<file path="src/rtl/core/queued_resource_lock_manager_assert.svh">
// Assertion macros for the lock manager.
`ifndef QUEUED_RESOURCE_LOCK_MANAGER_ASSERT_SVH
`define QUEUED_RESOURCE_LOCK_MANAGER_ASSERT_SVH

// Same-cycle implication, disabled while reset is asserted.
`define QRLM_ASSERT_IMP(label, clk, rst_n, ante, cons) \
	label: assert property (@(posedge clk) disable iff (!rst_n) (ante) |-> (cons)) \
		else $error("lock manager check failed");

// Next-cycle implication, disabled while reset is asserted.
`define QRLM_ASSERT_NXT(label, clk, rst_n, ante, cons) \
	label: assert property (@(posedge clk) disable iff (!rst_n) (ante) |=> (cons)) \
		else $error("lock manager check failed");

`endif

</file>
<file path="src/rtl/core/qrlm_pkg.sv">
package qrlm_pkg;

	localparam int NUM_RESOURCES = 8;
	localparam int QUEUE_DEPTH   = 16;

	// Fixed field widths of the transaction payloads.
	localparam int RES_FIELD_W = 3;
	localparam int ID_W        = 4;
	localparam int STATUS_W    = 3;

	localparam int RES_W  = (NUM_RESOURCES > 1) ? $clog2(NUM_RESOURCES) : 1;
	localparam int PTR_W  = $clog2(QUEUE_DEPTH);
	localparam int CNT_W  = $clog2(QUEUE_DEPTH + 1);
	localparam int ADDR_W = $clog2(NUM_RESOURCES * QUEUE_DEPTH);

	typedef enum logic [0:0] {
		KIND_REQUEST = 1'b0,
		KIND_RELEASE = 1'b1
	} kind_t;

	typedef enum logic [STATUS_W-1:0] {
		ST_GRANTED    = 3'd0,
		ST_QUEUED     = 3'd1,
		ST_FREED      = 3'd2,
		ST_FREED_WOKE = 3'd3,
		ST_FULL       = 3'd4
	} status_t;

	typedef enum logic [1:0] {
		CS_IDLE,
		CS_EXEC,
		CS_DONE
	} ctl_state_t;

	typedef struct packed {
		logic capture;
		logic exec;
		logic load_out;
	} qrlm_cmd_t;

	// Fold a resource field into range by repeated subtraction (narrow value).
	function automatic logic [RES_W-1:0] wrap_res(input logic [RES_FIELD_W-1:0] r);
		logic [RES_FIELD_W:0] v;
		v = {1'b0, r};
		for (int i = 0; i < (1 << RES_FIELD_W); i++) begin
			if (int'(v) >= NUM_RESOURCES) begin
				v = v - (RES_FIELD_W + 1)'(NUM_RESOURCES);
			end
		end
		return RES_W'(v);
	endfunction

	function automatic logic [PTR_W-1:0] ring_next(input logic [PTR_W-1:0] p);
		logic [PTR_W-1:0] n;
		if (int'(p) == QUEUE_DEPTH - 1) begin
			n = '0;
		end else begin
			n = p + PTR_W'(1);
		end
		return n;
	endfunction

	function automatic logic [ADDR_W-1:0] store_addr(input logic [RES_W-1:0] r,
		input logic [PTR_W-1:0] p);
		return ADDR_W'(r) * ADDR_W'(QUEUE_DEPTH) + ADDR_W'(p);
	endfunction

endpackage

</file>
<file path="src/rtl/core/qrlm_req_if.sv">
interface qrlm_req_if import qrlm_pkg::*; ();
	logic                   valid;
	logic                   ready;
	logic                   kind;
	logic [RES_FIELD_W-1:0] resource;
	logic [ID_W-1:0]        requester;

	modport source (output valid, output kind, output resource, output requester,
		input ready);
	modport sink (input valid, input kind, input resource, input requester,
		output ready);
endinterface

</file>
<file path="src/rtl/core/qrlm_rsp_if.sv">
interface qrlm_rsp_if import qrlm_pkg::*; ();
	logic                valid;
	logic                ready;
	logic [STATUS_W-1:0] status;
	logic                wake_valid;
	logic [ID_W-1:0]     wake_id;

	modport source (output valid, output status, output wake_valid, output wake_id,
		input ready);
	modport sink (input valid, input status, input wake_valid, input wake_id,
		output ready);
endinterface

</file>
<file path="src/rtl/core/qrlm_ctl.sv">
module qrlm_ctl import qrlm_pkg::*; (
	input  logic      clk,
	input  logic      arst_n,
	input  logic      req_valid,
	output logic      req_ready,
	output logic      rsp_valid,
	input  logic      rsp_ready,
	output qrlm_cmd_t cmd
);

	ctl_state_t state_q;
	ctl_state_t state_next;
	logic       out_valid_q;

	always_ff @(posedge clk or negedge arst_n) begin
		if (!arst_n) begin
			state_q     <= CS_IDLE;
			out_valid_q <= 1'b0;
		end else begin
			state_q <= state_next;
			if (cmd.load_out) begin
				out_valid_q <= 1'b1;
			end else if (rsp_ready) begin
				out_valid_q <= 1'b0;
			end
		end
	end

	always_comb begin
		state_next   = state_q;
		req_ready    = 1'b0;
		cmd.capture  = 1'b0;
		cmd.exec     = 1'b0;
		cmd.load_out = 1'b0;
		case (state_q)
			CS_IDLE: begin
				req_ready = 1'b1;
				if (req_valid) begin
					cmd.capture = 1'b1;
					state_next  = CS_EXEC;
				end
			end
			CS_EXEC: begin
				cmd.exec   = 1'b1;
				state_next = CS_DONE;
			end
			CS_DONE: begin
				// hold until the output register is empty or being drained
				if (!out_valid_q || rsp_ready) begin
					cmd.load_out = 1'b1;
					state_next   = CS_IDLE;
				end
			end
			default: begin
				state_next = CS_IDLE;
			end
		endcase
	end

	assign rsp_valid = out_valid_q;

endmodule

</file>
<file path="src/rtl/core/qrlm_dp.sv">
module qrlm_dp import qrlm_pkg::*; (
	input  logic                   clk,
	input  logic                   arst_n,
	input  qrlm_cmd_t              cmd,
	input  logic                   kind,
	input  logic [RES_FIELD_W-1:0] resource,
	input  logic [ID_W-1:0]        requester,
	output logic [STATUS_W-1:0]    status,
	output logic                   wake_valid,
	output logic [ID_W-1:0]        wake_id
);

	// captured transaction
	logic             kind_q;
	logic [RES_W-1:0] res_q;
	logic [ID_W-1:0]  who_q;

	// per-resource lock state
	logic [NUM_RESOURCES-1:0] busy_q;
	logic [PTR_W-1:0]         head_q  [NUM_RESOURCES];
	logic [PTR_W-1:0]         tail_q  [NUM_RESOURCES];
	logic [CNT_W-1:0]         count_q [NUM_RESOURCES];

	// waiter ring storage, one segment per resource
	logic [ID_W-1:0] waiter_mem [NUM_RESOURCES * QUEUE_DEPTH];
	logic [ID_W-1:0] rd_q;

	status_t status_q;
	logic    wake_q;

	status_t             out_status_q;
	logic                out_wake_q;
	logic [ID_W-1:0]     out_id_q;

	logic             sel_busy;
	logic [PTR_W-1:0] sel_head;
	logic [PTR_W-1:0] sel_tail;
	logic [CNT_W-1:0] sel_count;
	logic             do_grant;
	logic             do_full;
	logic             do_enq;
	logic             do_wake;
	logic             do_free;

	always_comb begin
		sel_busy  = busy_q[res_q];
		sel_head  = head_q[res_q];
		sel_tail  = tail_q[res_q];
		sel_count = count_q[res_q];
		do_grant  = 1'b0;
		do_full   = 1'b0;
		do_enq    = 1'b0;
		do_wake   = 1'b0;
		do_free   = 1'b0;
		if (cmd.exec) begin
			if (kind_q == KIND_REQUEST) begin
				if (!sel_busy) begin
					do_grant = 1'b1;
				end else if (sel_count == CNT_W'(QUEUE_DEPTH)) begin
					do_full = 1'b1;
				end else begin
					do_enq = 1'b1;
				end
			end else begin
				do_free = 1'b1;
				do_wake = (sel_count != '0);
			end
		end
	end

	always_ff @(posedge clk) begin
		if (cmd.capture) begin
			kind_q <= kind;
			res_q  <= wrap_res(resource);
			who_q  <= requester;
		end
		if (cmd.exec) begin
			if (do_grant) begin
				status_q <= ST_GRANTED;
			end else if (do_full) begin
				status_q <= ST_FULL;
			end else if (do_enq) begin
				status_q <= ST_QUEUED;
			end else if (do_wake) begin
				status_q <= ST_FREED_WOKE;
			end else begin
				status_q <= ST_FREED;
			end
			wake_q <= do_wake;
		end
		if (cmd.load_out) begin
			out_status_q <= status_q;
			out_wake_q   <= wake_q;
			out_id_q     <= wake_q ? rd_q : '0;
		end
	end

	always_ff @(posedge clk) begin
		if (do_enq) begin
			waiter_mem[store_addr(res_q, sel_tail)] <= who_q;
		end
		if (do_wake) begin
			rd_q <= waiter_mem[store_addr(res_q, sel_head)];
		end
	end

	always_ff @(posedge clk or negedge arst_n) begin
		if (!arst_n) begin
			busy_q <= '0;
			for (int i = 0; i < NUM_RESOURCES; i++) begin
				head_q[i]  <= '0;
				tail_q[i]  <= '0;
				count_q[i] <= '0;
			end
		end else begin
			if (do_grant) begin
				busy_q[res_q] <= 1'b1;
			end
			if (do_free) begin
				busy_q[res_q] <= 1'b0;
			end
			if (do_enq) begin
				tail_q[res_q]  <= ring_next(sel_tail);
				count_q[res_q] <= sel_count + CNT_W'(1);
			end
			if (do_wake) begin
				head_q[res_q]  <= ring_next(sel_head);
				count_q[res_q] <= sel_count - CNT_W'(1);
			end
		end
	end

	assign status     = out_status_q;
	assign wake_valid = out_wake_q;
	assign wake_id    = out_id_q;

endmodule

</file>
<file path="src/rtl/core/queued_resource_lock_manager.sv">
// Queued resource lock manager.
// req (sink): one transaction per operation: kind (request or release),
//   resource index (wraps modulo the resource count) and requester id.
// rsp (source): exactly one transaction per accepted req transaction: status,
//   wake_valid and wake_id (zero when nobody was woken).
// A request for a free resource grants it; for a busy one the id joins
// that resource's FIFO, or status reports the queue full. A release frees
// the resource and pops the oldest waiter, which must request again.
// Sequence: an accepted transaction passes from capture through execute to
//   completion, where its response is loaded into the output register; no
//   new request is taken until the controller is back in idle. The order is
//   set by the controller around the registered read of the waiter memory.
// The response sits in an output register, so the next request is taken
//   while an earlier response waits; a stalled receiver holds the block in
//   completion until the output register drains.
// Reset (arst_n low): all resources free, all queues empty, no response
//   pending. The waiter memory is not cleared; only written entries are read.
module queued_resource_lock_manager import qrlm_pkg::*; (
	input logic         clk,
	input logic         arst_n,
	qrlm_req_if.sink    req,
	qrlm_rsp_if.source  rsp
);

	qrlm_cmd_t cmd;

	// sequence capture, execute and completion
	qrlm_ctl u_ctl (
		.clk       (clk),
		.arst_n    (arst_n),
		.req_valid (req.valid),
		.req_ready (req.ready),
		.rsp_valid (rsp.valid),
		.rsp_ready (rsp.ready),
		.cmd       (cmd)
	);

	// lock flags, queue pointers, waiter memory and response register
	qrlm_dp u_dp (
		.clk        (clk),
		.arst_n     (arst_n),
		.cmd        (cmd),
		.kind       (req.kind),
		.resource   (req.resource),
		.requester  (req.requester),
		.status     (rsp.status),
		.wake_valid (rsp.wake_valid),
		.wake_id    (rsp.wake_id)
	);

`include "queued_resource_lock_manager_assert.svh"

	// an accepted transaction executes in the very next cycle
	`QRLM_ASSERT_NXT(a_accept_exec, clk, arst_n, req.valid && req.ready, cmd.exec)
	// no new request while one is executing
	`QRLM_ASSERT_NXT(a_exec_busy, clk, arst_n, cmd.exec, !req.ready)
	// a woken id is reported exactly with the release-and-woke status
	`QRLM_ASSERT_IMP(a_wake_status, clk, arst_n, rsp.valid,
		rsp.wake_valid == (rsp.status == ST_FREED_WOKE))

endmodule

</file>
<file path="src/flat_wrapper.sv">
// flat-port wrapper written by rule: the top's interface ports become plain ports
module queued_resource_lock_manager_flat import qrlm_pkg::*;
  (clk, arst_n, req_valid, req_kind, req_resource, req_requester, req_ready, rsp_valid, rsp_status, rsp_wake_valid, rsp_wake_id, rsp_ready);
  qrlm_req_if req_i ();
  qrlm_rsp_if rsp_i ();
  input logic clk;
  input logic arst_n;
  input wire logic [$bits(req_i.valid)-1:0] req_valid;
  input wire logic [$bits(req_i.kind)-1:0] req_kind;
  input wire logic [$bits(req_i.resource)-1:0] req_resource;
  input wire logic [$bits(req_i.requester)-1:0] req_requester;
  output wire logic [$bits(req_i.ready)-1:0] req_ready;
  output wire logic [$bits(rsp_i.valid)-1:0] rsp_valid;
  output wire logic [$bits(rsp_i.status)-1:0] rsp_status;
  output wire logic [$bits(rsp_i.wake_valid)-1:0] rsp_wake_valid;
  output wire logic [$bits(rsp_i.wake_id)-1:0] rsp_wake_id;
  input wire logic [$bits(rsp_i.ready)-1:0] rsp_ready;
  assign req_i.valid = req_valid;
  assign req_i.kind = req_kind;
  assign req_i.resource = req_resource;
  assign req_i.requester = req_requester;
  assign req_ready = req_i.ready;
  assign rsp_valid = rsp_i.valid;
  assign rsp_status = rsp_i.status;
  assign rsp_wake_valid = rsp_i.wake_valid;
  assign rsp_wake_id = rsp_i.wake_id;
  assign rsp_i.ready = rsp_ready;
  queued_resource_lock_manager u_core (.clk(clk), .arst_n(arst_n), .req(req_i), .rsp(rsp_i));
endmodule
</file>
<file path="config.mk">
export PLATFORM = sky130hd
export DESIGN_NAME = queued_resource_lock_manager_flat
export DESIGN_NICKNAME = d
export VERILOG_FILES = /design/src/rtl/core/qrlm_pkg.sv /design/src/rtl/core/qrlm_req_if.sv /design/src/rtl/core/qrlm_rsp_if.sv /design/src/rtl/core/qrlm_ctl.sv /design/src/rtl/core/qrlm_dp.sv /design/src/rtl/core/queued_resource_lock_manager.sv /design/src/flat_wrapper.sv
export VERILOG_INCLUDE_DIRS = /design/src /design/src/rtl/core
export SDC_FILE = /design/constraint.sdc
export NUM_CORES = 1
export LEC_CHECK = 0
export BUFFER_PORTS_ARGS = -buffer_cell sky130_fd_sc_hd__buf_4
export CAP_MARGIN = 15
export CELL_PAD_IN_SITES_DETAIL_PLACEMENT = 1
export CELL_PAD_IN_SITES_GLOBAL_PLACEMENT = 2
export CORE_AREA = 5 5 261 263
export DETAILED_ROUTE_END_ITERATION = 8
export DIE_AREA = 0 0 266 268
export PLACE_DENSITY_LB_ADDON = 0.3
export SLEW_MARGIN = 20
export SYNTH_ARGS = -nofsm -noshare
export SYNTH_HDL_FRONTEND = slang
export SYNTH_HIERARCHICAL = 1
export SYNTH_SLANG_ARGS = --single-unit
</file>
<file path="constraint.sdc">
create_clock -name clk -period 3.86 [get_ports clk]
set_clock_uncertainty 0.1 [all_clocks]
set_input_delay 0.193 -clock clk [delete_from_list [all_inputs] [get_ports clk]]
set_output_delay 0.193 -clock clk [all_outputs]
set_load 0.005 [all_outputs]
</file>
== After elaboration in Yosys (flattened, before gate mapping) ==
Memories as Yosys holds them, arrays and structs flattened. A register that Yosys moved wholly into a read port is not among the register bits.
Cells that the tools add are included.

* Flip-flop bits (word level): 135
* Bits in latches: 0
* Bits in writable memories: 512
* Memory bits (read-only): 0
* Bits of input ports: 12
* Output and inout port bits: 10
* Logic and storage cells: 129
* Memories: 1

* Add/sub/neg operators: 6
* Multipliers: 0
* Divide/modulo/power cells: 0
* $lt $le $gt $ge: 4
* Eq/ne operators: 7
* Shifts and indexed selects: 0
* Mux-type cells: 60
* Bitwise gates (word level): 4
* Reduce and logical (&&, ||, !) cells: 10

{| class="wikitable"
|+ Memory list
! memory !! words !! width !! rd ports !! clocked after Yosys merged registers in !! wr ports !! line !! RTL
|-
| u_core.u_dp.waiter_mem || 128 || 4 || 1 || 1 || 1 || qrlm_dp.sv:25 || <nowiki>logic [ID_W-1:0] waiter_mem [NUM_RESOURCES * QUEUE_DEPTH];</nowiki>
|}

{| class="wikitable"
|+ Operator list
! kind !! count
|-
| 40-bit bitwise mux || 2
|-
| 40-bit two-way mux || 2
|-
| 32-bit bitwise mux || 2
|-
| 4-bit two-way mux || 9
|-
| 1-bit two-way mux || 28
|-
| 4-bit binary-select mux with 3-bit select || 2
|-
| 8-bit two-way mux || 2
|-
| 5-bit binary-select mux with 3-bit select || 1
|-
| 5-bit demux with 3-bit select || 1
|-
| 5-bit two-way mux || 3
|-
| 7-bit by 4-bit adder with 7-bit output || 2
|-
| 4-bit demux with 3-bit select || 1
|-
| 4-bit by 1-bit adder with 4-bit output (second input constant) || 2
|-
| 8-bit AND || 1
|-
| 4-bit by 1-bit equality test with 1-bit output (second input constant) || 2
|-
| 8-bit inverter || 1
|-
| 8-bit OR || 1
|-
| 2-bit two-way mux || 3
|-
| 2-bit one-hot mux with 3 select lines || 1
|-
| 5-bit by 1-bit adder with 5-bit output (second input constant) || 1
|-
| 5-bit equality test (second input constant) || 1
|-
| 5-bit nonzero test || 1
|-
| 5-bit by 1-bit subtractor with 5-bit output (second input constant) || 1
|-
| 4-bit >= comparator (second input constant) || 1
|-
| 18 further kinds || 20
|}

== Logic depth before layout (Yosys ltp) ==
Gate-level depths: netlist (run 1).

* Depth after elaboration: 12
* Gate-level depth with buffers: 18
* Mapped depth without buffers: 13

== Hierarchy ==
Netlist (run 1), hierarchy kept.

{| class="wikitable"
|+ By module, submodules not included
! module !! instances !! cells an instance !! area an instance (sq um) !! sequential area each (sq um)
|-
| qrlm_dp || 1 || 1,821 || 26,980.9 || 18,898.1
|-
| qrlm_ctl || 1 || 12 || 132.6 || 75.1
|}

== Least setup slack after synthesis (run 1) ==
OpenSTA, ideal clock, no wires.

* Path kind: flip-flop to flip-flop
* Start point: reg u_core.u_dp.res_q[2]
* End point: mem u_core.u_dp.waiter_mem[28][0], enable pin
* Setup time: 329 ps
* Arrival time: 3,431 ps
* Required time: 3,431 ps
* Setup slack: -1 ps
* Cell stages (with the launch flop): 18
* Buffers on the path: 6
* Period minus slack after synthesis: 3,861 ps
* Cell sequence: edfxtp_1 > buf_4 > buf_2 > buf_2 > or2_2 > nor2_1 > clkbuf_1 > a22oi_1 > and3_1 > ha_1 > nand3_1 > nand2b_1 > nand2b_1 > clkbuf_1 > nor3_1 > nand2_1 > clkbuf_1 > nor2_1

* Longest elaborated chain between the ends: 11
* Elaborated cells on any way between the ends: 17
* Those cells by class: 1 x add/sub; 1 x eq/ne; 14 x mux; 1 x bitwise

{| class="wikitable"
|+ Ends and longest elaborated chain
! element !! line !! RTL
|-
| start: declaration || qrlm_dp.sv:15 || <nowiki>logic [RES_W-1:0] res_q;</nowiki>
|-
| start signal: assignment || qrlm_dp.sv:74 || <nowiki>res_q <= wrap_res(resource);</nowiki>
|-
| 3-bit inverter with 4-bit output (implied by the code) || qrlm_dp.sv:48, qrlm_dp.sv:49 ||
|-
| 5-bit binary-select mux with 3-bit select || qrlm_dp.sv:49 || <nowiki>sel_count = count_q[res_q];</nowiki>
|-
| 5-bit two-way mux (implied by the code) (2 in a row) || qrlm_dp.sv:49 ||
|-
| 5-bit equality test || qrlm_dp.sv:59 || <nowiki>end else if (sel_count == CNT_W'(QUEUE_DEPTH)) begin</nowiki>
|-
| 1-bit two-way mux || qrlm_dp.sv:59 ||
|-
| 1-bit two-way mux || qrlm_dp.sv:57 || <nowiki>if (!sel_busy) begin</nowiki>
|-
| 1-bit two-way mux || qrlm_dp.sv:56 || <nowiki>if (kind_q == KIND_REQUEST) begin</nowiki>
|-
| 1-bit two-way mux || qrlm_dp.sv:55 || <nowiki>if (cmd.exec) begin</nowiki>
|-
| 1-bit two-way mux || qrlm_dp.sv:99 || <nowiki>if (do_enq) begin</nowiki>
|-
| 1-bit two-way mux (implied by the code) || qrlm_dp.sv:100 || <nowiki>waiter_mem[store_addr(res_q, sel_tail)] <= who_q;</nowiki>
|-
| end: declaration || qrlm_dp.sv:25 ||
|}

Several ways; a longest one is shown, not always the timed one. The select of a mux whose other input is x is not followed.

== Worst setup path after layout (run 1) ==
* Start point: reg u_core.u_dp.res_q[2]
* End point: reg u_core.u_dp.rd_q[0], read port of u_core.u_dp.waiter_mem, data pin

* Longest elaborated chain between the ends: 7
* Elaborated cells on any way between the ends: 11
* Those cells by class: 1 x add/sub; 8 x mux; 1 x bitwise; 1 x reduce/logical

{| class="wikitable"
|+ Ends and longest elaborated chain
! element !! line !! RTL
|-
| parallel branches: the longest is 7 deep, another holds 7-bit by 4-bit adder with 7-bit output || - ||
|-
| end: declaration || qrlm_dp.sv:26 || <nowiki>logic [ID_W-1:0] rd_q;</nowiki>
|}

Several ways; the timed one is not identified. The select of a mux whose other input is x is not followed.
A chain may end at the register's enable or synchronous reset.

==> results of run 1 <==
[power breakdown]
group | internal, mW | total, mW | leakage [nW] | switching (mW)
sequential | 8.12 | 8.35 | 6.38 | 0.231
combinational | 1.69 | 4.38 | 3.95 | 2.70
clock | 3.93 | 6.69 | 1.11 | 2.76
[logic make-up after synthesis]
group,Yosys count
buffers and inverters,116
AOI/OAI and AO/OA,301
xor gates and xnor gates,7
adders and majority gates,4
DFF,651
and+or+nand+nor,510
muxes,244
[metal layers]
| metal | global-route usage, % | vias up | part of all wire, % |
|---|---|---|---|
| met1 | 30.5 | 8890 | 43 |
| met5 | 0 | - | 0 |
| met3 | 2.80 | 125 | 5.1 |
| met2 | 37.2 | 476 | 49 |
| met4 | 6.62 | 0 | 2.8 |
| li1 | - | 7461 | - |
[synth_stat cells, drive strengths merged, types with 5 or more instances]
cell type and number:
a32oi 6, a22o 5, a22oi 24, and2 18, and3 6, mux2i 151, o21ai 75, clkbuf 49
nor2 173, a221o 19, mux2 37, nor3 5, a211oi 10, nand2 237, a21oi 55, buf 59
a221oi 26, nor2b 9, xnor2 6, inv 8, nand2b 10, dfrtp 115, nand3 33, edfxtp 536
a31oi 16, o211a 6, o22ai 21, mux4 56, o211ai 15
[final timing paths]
check	slack, ns	end	cells after the start
max	0.04	u_core/u_dp/rd_q[0]	12
min	0.11	u_core/u_dp/count_q[8]	2
max reg2reg	0.04	u_core/u_dp/rd_q[0]	12
min reg2reg	0.32	u_core/u_dp/status[0]	0
max in group asynchronous	2.58	u_core/u_ctl/rsp_valid	3
min in group clk	0.20	u_core/u_dp/who_q[0]	2
[state kept, by name (all words and copies together), names as in the netlist, 2 cells and up, named ones only]
register	count
u_core/u_dp/rd_q	4
u_core/u_ctl/state_q	2
u_core/u_dp/busy_q	7
u_core/u_dp/who_q	4
u_core/u_dp/status	3
u_core/u_dp/count_q	39
u_core/u_dp/wake_id	4
u_core/u_dp/tail_q	32
u_core/u_dp/waiter_mem	512
u_core/u_dp/status_q	3
u_core/u_dp/res_q	3
u_core/u_dp/head_q	32
[worst max-delay path, stage by stage (launching register included)]
cell and delay (ns):
edfxtp_1 0.39, dlymetal6s2s_1 0.23, nor2b_1 0.18, a221o_1 0.42
a221o_4 0.49, buf_12 0.21, buf_4 0.24, mux4_2 0.30
a22oi_1 0.23, nand2_1 0.09, a31oi_1 0.29, o211ai_1 0.15
and4_1 0.22
[area by class of cell]
| cell class | count | area, um2 |
|---|---|---|
| Clock buffer | 95 | 2010 |
| Tap cell | 864 | 1080 |
| Sequential cell | 651 | 19000 |
| Multi-Input combinational cell | 1066 | 7700 |
| Timing Repair Buffer | 254 | 2200 |
| Fill cell | 6508 | 33100 |
| Clock inverter | 32 | 265 |
| Inverter | 8 | 36.3 |
[layout by cell type (no fill, tap or decap), types with 5 or more instances in the layout]
cell and count:
o21ai_0 69, a22o_1 5, clkbuf_16 76, a221o_1 18
a32oi_1 6, edfxtp_1 536, mux2_2 36, a221oi_1 21
nor2_1 149, a31oi_1 16, dlygate4sd3_1 11, a211oi_1 5
clkbuf_1 15, buf_12 19, o211ai_1 15, nand2_1 236
clkinv_1 15, clkinv_2 9, mux4_2 56, buf_4 222
and3_1 6, nand2b_1 10, o211a_1 6, and2_1 17
nor2_2 22, o22ai_1 20, a21oi_1 55, xnor2_1 6
nor2b_1 8, a22oi_1 23, mux2i_1 150, nand3_1 33
dfrtp_1 115
[repair_timing]
| action | 4_1_cts | 5_1_grt |
|---|---|---|
| pin swaps | 0 | 2 |
| hold endpoints to repair | 67 | 0 |
| buffers inserted | 3 | 6 |
| gates resized for setup | 5 | 32 |
| setup endpoints to repair | 4 | 342 |
| hold buffers | 11 | 0 |
==> results.ini, run 1 <==
[timing]
min_period_ns = 3.82
period_share_pct = 99.0
setup_slack_ns = 0.0396
rsz0062_at_grt = true
slew_headroom_pct = 35.5
drv_slew = 0
finalSetupViolCount = 0
setup_tns_ns = 0
fmax_mhz = 262
whs_ns = 0.108
hold_violations = 0
tightest_slew_ns = 0.967

[clock_network]
path_clk_slew_ns = 0.06
numCtsBuffers = 73
cts_tree = yes
clock_tree.buffer_depth = 3
clock-sinks = 651
root_buffer = clkbuf_16
htree_num_levels = 3
clk_latency_ns = 0.61

[yosys]
synth-compound-area-share_pct = 7.65
ys_ff_latch = 651
synth_xor_area_share_pct = 0.226
syn-num-nets = 1849
muxShareOfSynthArea_pct = 11.8
synthDistinctLibCells = 70
synth_ff_type = edfxtp_1
synth-simple-area-share_pct = 8.01
synthTopCellsByArea = edfxtp_1 59%, dfrtp_1 11%, mux2i_1 5.5%
synth-adder-area-share_pct = 0.185
ys_warn_count = 6
synth_top_area_cell = edfxtp_1
synth_area_per_cell_um2 = 14.8
synth_top_family_by_area = multiplexers
async_flop_share_pct = 17.7
synth_top_area_share_pct = 59.4
synth_edf_count = 536
synth_area_um2 = 27100
synth_cells = 1833
ys_seq_area_share_pct = 70.0

[routing]
drt_iter0_drc = 1392
vias_per_cell = 5.71
drt_wl_total_um = 79300
dr.pass1.iters = 5
ant_nets = 0
drc = 0
wl_per_cell_um = 26.7
vias = 17000

[setup_path]
worstPathArrival_ns = 4.08
worstPathRequired_ns = 4.12
endpoint_kind = register
worstSetupPathType = reg -> reg
path_max_fanout = 32
r2r-start = u_core/u_dp/res_q[2]
crit_start = u_core/u_dp/res_q[2]
worstSetupStartpointType = register

[placement]
dpl.cell_count = 2823
placed_area_um2 = 29700
dp_slack_ns = -0.341
gp_congestion = 0.882
dp_hpwl_um = 51800
port-buffer-count = 21

[global_route]
grt_pass1_vias = 18100
grt_usage_pct = 22.1
grt_pass1_wl_um = 119000
grt_max_degree = 129
grt_overflow = 0
antenna_found_initial = 0

[hold_path]
hold_class = in -> async

[die]
rows = 94
dieArea_um2 = 71300
die_h_um = 268
start_util_pct = 41.5
fp.dieW_um = 266
io_pins = 22
core-area_um2 = 65400

[layout]
syn_to_final_growth_pct = 19.0
fin_util_pct = 49.3
fin_nets = 2070
post-route-cell-area_um2 = 32300
diodes = 0
drive_gt1_share_pct = 23.2
fin_cells = 2970

[job]
max_cap_violations = 0

[power]
finalPower_mw = 19.4
ir_drop_v = 0.000281
power_density_nw_per_um2 = 602
leakage_nw = 11.4

[status]
status = finished, final reports clean

Note: power is estimated with default switching activity, not from simulation.
==> inputs of run 2 (changes only) <==
--- a/config.mk
+++ b/config.mk
@@ -10,9 +10,9 @@
 export CAP_MARGIN = 15
 export CELL_PAD_IN_SITES_DETAIL_PLACEMENT = 1
 export CELL_PAD_IN_SITES_GLOBAL_PLACEMENT = 2
-export CORE_AREA = 5 5 261 263
+export CORE_AREA = 5 5 274 250
 export DETAILED_ROUTE_END_ITERATION = 8
-export DIE_AREA = 0 0 266 268
+export DIE_AREA = 0 0 279 255
 export PLACE_DENSITY_LB_ADDON = 0.3
 export SLEW_MARGIN = 20
 export SYNTH_ARGS = -nofsm -noshare
==> run 2 against run 1 <==
Against the previous run:
- die area fell by 0.20%
- design area fell by 0.70%
- core utilization fell by 0.075 points
- largest power group unchanged
- highest routed layer unchanged
- flip-flop and latch count did not move
- sequential power barely moved
- wire length rose by 0.48%
- largest cell class unchanged
- setup slack improved by 0.061 ns
==> results.ini, run 2 (same netlist as run 1, synthesis figures left out) <==
[status]
status = finished, final reports clean

[global_route]
antenna_found_initial = 2
grt_usage_pct = 22.3
grt_pass1_wl_um = 119000
grt_pass1_vias = 17800
grt_max_degree = 129
grt_overflow = 0

[layout]
layout_commonest_cell = edfxtp_1
largest_reg_flops = 512
fillers = 6317
syn_to_final_growth_pct = 18.2
fin_nets = 2045
fin_cells = 2947
layout_common_cells = 536 x edfxtp_1, 237 x nand2_1, 194 x buf_4, 167 x nor2_1, 150 x mux2i_1
diodes = 0
top_register = u_core/u_dp/waiter_mem
post-route-cell-area_um2 = 32000
top_regs = u_core/u_dp/waiter_mem: 512 flops, u_core/u_dp/count_q: 39 flops
drive_gt1_share_pct = 21.5

[timing]
hold_violations = 0
drv_slew = 0
setup_slack_ns = 0.101
period_share_pct = 97.4
tightest_slew_ns = 0.877
min_period_ns = 3.76
fmax_mhz = 266
whs_ns = 0.156
finalSetupViolCount = 0
slew_headroom_pct = 41.5

[die]
dieArea_um2 = 71100
fp.dieW_um = 279
core-area_um2 = 65000
rows = 89
die_h_um = 255
start_util_pct = 41.7
io_pins = 22

[routing]
drc = 0
wl_per_cell_um = 27.0
drt_wl_total_um = 79700
dr.pass1.iters = 5
ant_nets = 0
drt_iter0_drc = 1581
vias_per_cell = 5.70
vias = 16800

[power]
power_density_nw_per_um2 = 605
ir_drop_v = 0.000480
leakage_nw = 11.3

[job]
max_cap_violations = 0

[setup_path]
worstPathArrival_ns = 3.93
r2r_cells = 14
endpoint_kind = register
path_max_fanout = 20
worstSetupStartpointType = register
worstPathRequired_ns = 4.03
worstSetupPathType = reg -> reg
r2r-start = u_core/u_dp/res_q[1]
reg2reg_slack_ns = 0.10
r2r_end = u_core/u_dp/waiter_mem[52][0]

[placement]
gp_congestion = 0.900
dp_slack_ns = -0.225
dpl.cell_count = 2809
placed_area_um2 = 29600
dp_hpwl_um = 51500
port-buffer-count = 21

[clock_network]
clock_tree.buffer_depth = 3
root_buffer = clkbuf_16
numCtsBuffers = 69
path_clk_slew_ns = 0.06
cts_tree = yes
htree_num_levels = 3
clock-sinks = 651
clk_latency_ns = 0.61

[hold_path]
hold_class = in -> async

-- run 2: layout make-up --
cell class | instances | area (um2) | share of cell area (%)
Sequential cell | 651 | 19000 | 59.2
Clock buffer | 87 | 1850 | 5.76
Tap cell | 864 | 1080 | 3.37
Inverter | 8 | 36.3 | 0.113
Multi-Input combinational cell | 1066 | 7610 | 23.8
Clock inverter | 38 | 388 | 1.21
Timing Repair Buffer | 233 | 2100 | 6.56
-- run 2: critical path, cell delays in order, from the launching register on --
cell,delay (ns)
edfxtp_1,0.49
buf_12,0.21
or2_2,0.29
nor2_1,0.25
buf_4,0.20
a22oi_1,0.06
and3_1,0.21
ha_1,0.21
nand3_1,0.09
nand2b_1,0.13
nand2b_1,0.17
nor3_1,0.29
nand2_1,0.15
buf_12,0.20
nor2_1,0.34
-- run 2: per-layer routing --
layer	vias to the layer above	GRT usage [%]	routed length, um	part of all wire, %
met3	125	4.41	4800	6.0
li1	7412	-	-	-
met5	-	0	0	0
met4	0	5.78	2050	2.6
met1	8765	32.1	35800	45
met2	510	35.3	37000	46
-- run 2: through the flow --
stage | utilization (%) | total power [mW] | setup TNS, ns
after global placement | 45.6 | 12.7 | -0.215
after floorplan | - | 11.1 | 0
after CTS | 49.2 | 19.5 | 0
after detailed placement | 45.6 | 12.8 | -0.225
after global routing | 49.3 | 20.1 | -0.00891
final | 49.3 | 19.4 | 0
-- run 2: where the power goes --
| group | internal, mW | switching [mW] | leakage, nW |
|---|---|---|---|
| registers | 8.12 | 0.240 | 6.38 |
| clock network | 3.87 | 2.76 | 1.09 |
| logic | 1.65 | 2.72 | 3.85 |
| total | 13.6 | 5.72 | 11.3 |
-- run 2: how the worst max path moves through the flow --
stage	from	to	slack, ns	cells after the start
final	u_core/u_dp/res_q[1]	u_core/u_dp/waiter_mem[52][0]	0.10	14
after global routing	u_core/u_dp/res_q[1]	u_core/u_dp/count_q[36]	-0.009	18
after CTS	u_core/u_dp/res_q[1]	u_core/u_dp/rd_q[2]	0.02	12
after detailed placement	u_core/u_dp/res_q[1]	u_core/u_dp/rd_q[2]	-0.23	11
after global placement	u_core/u_dp/res_q[1]	u_core/u_dp/rd_q[2]	-0.22	11
after floorplan	u_core/u_dp/res_q[0]	u_core/u_dp/waiter_mem[81][0]	0.05	17
-- run 2: timing repair --
action / in CTS / in global routing
buffers inserted: 0 / 2
pin swaps: 0 / 1
resized for setup: 3 / 7
endpoints found under the setup margin: 1 / 11
cloned: 0 / 0
hold buffers: 11 / 0
hold endpoints to repair: 73 / 0
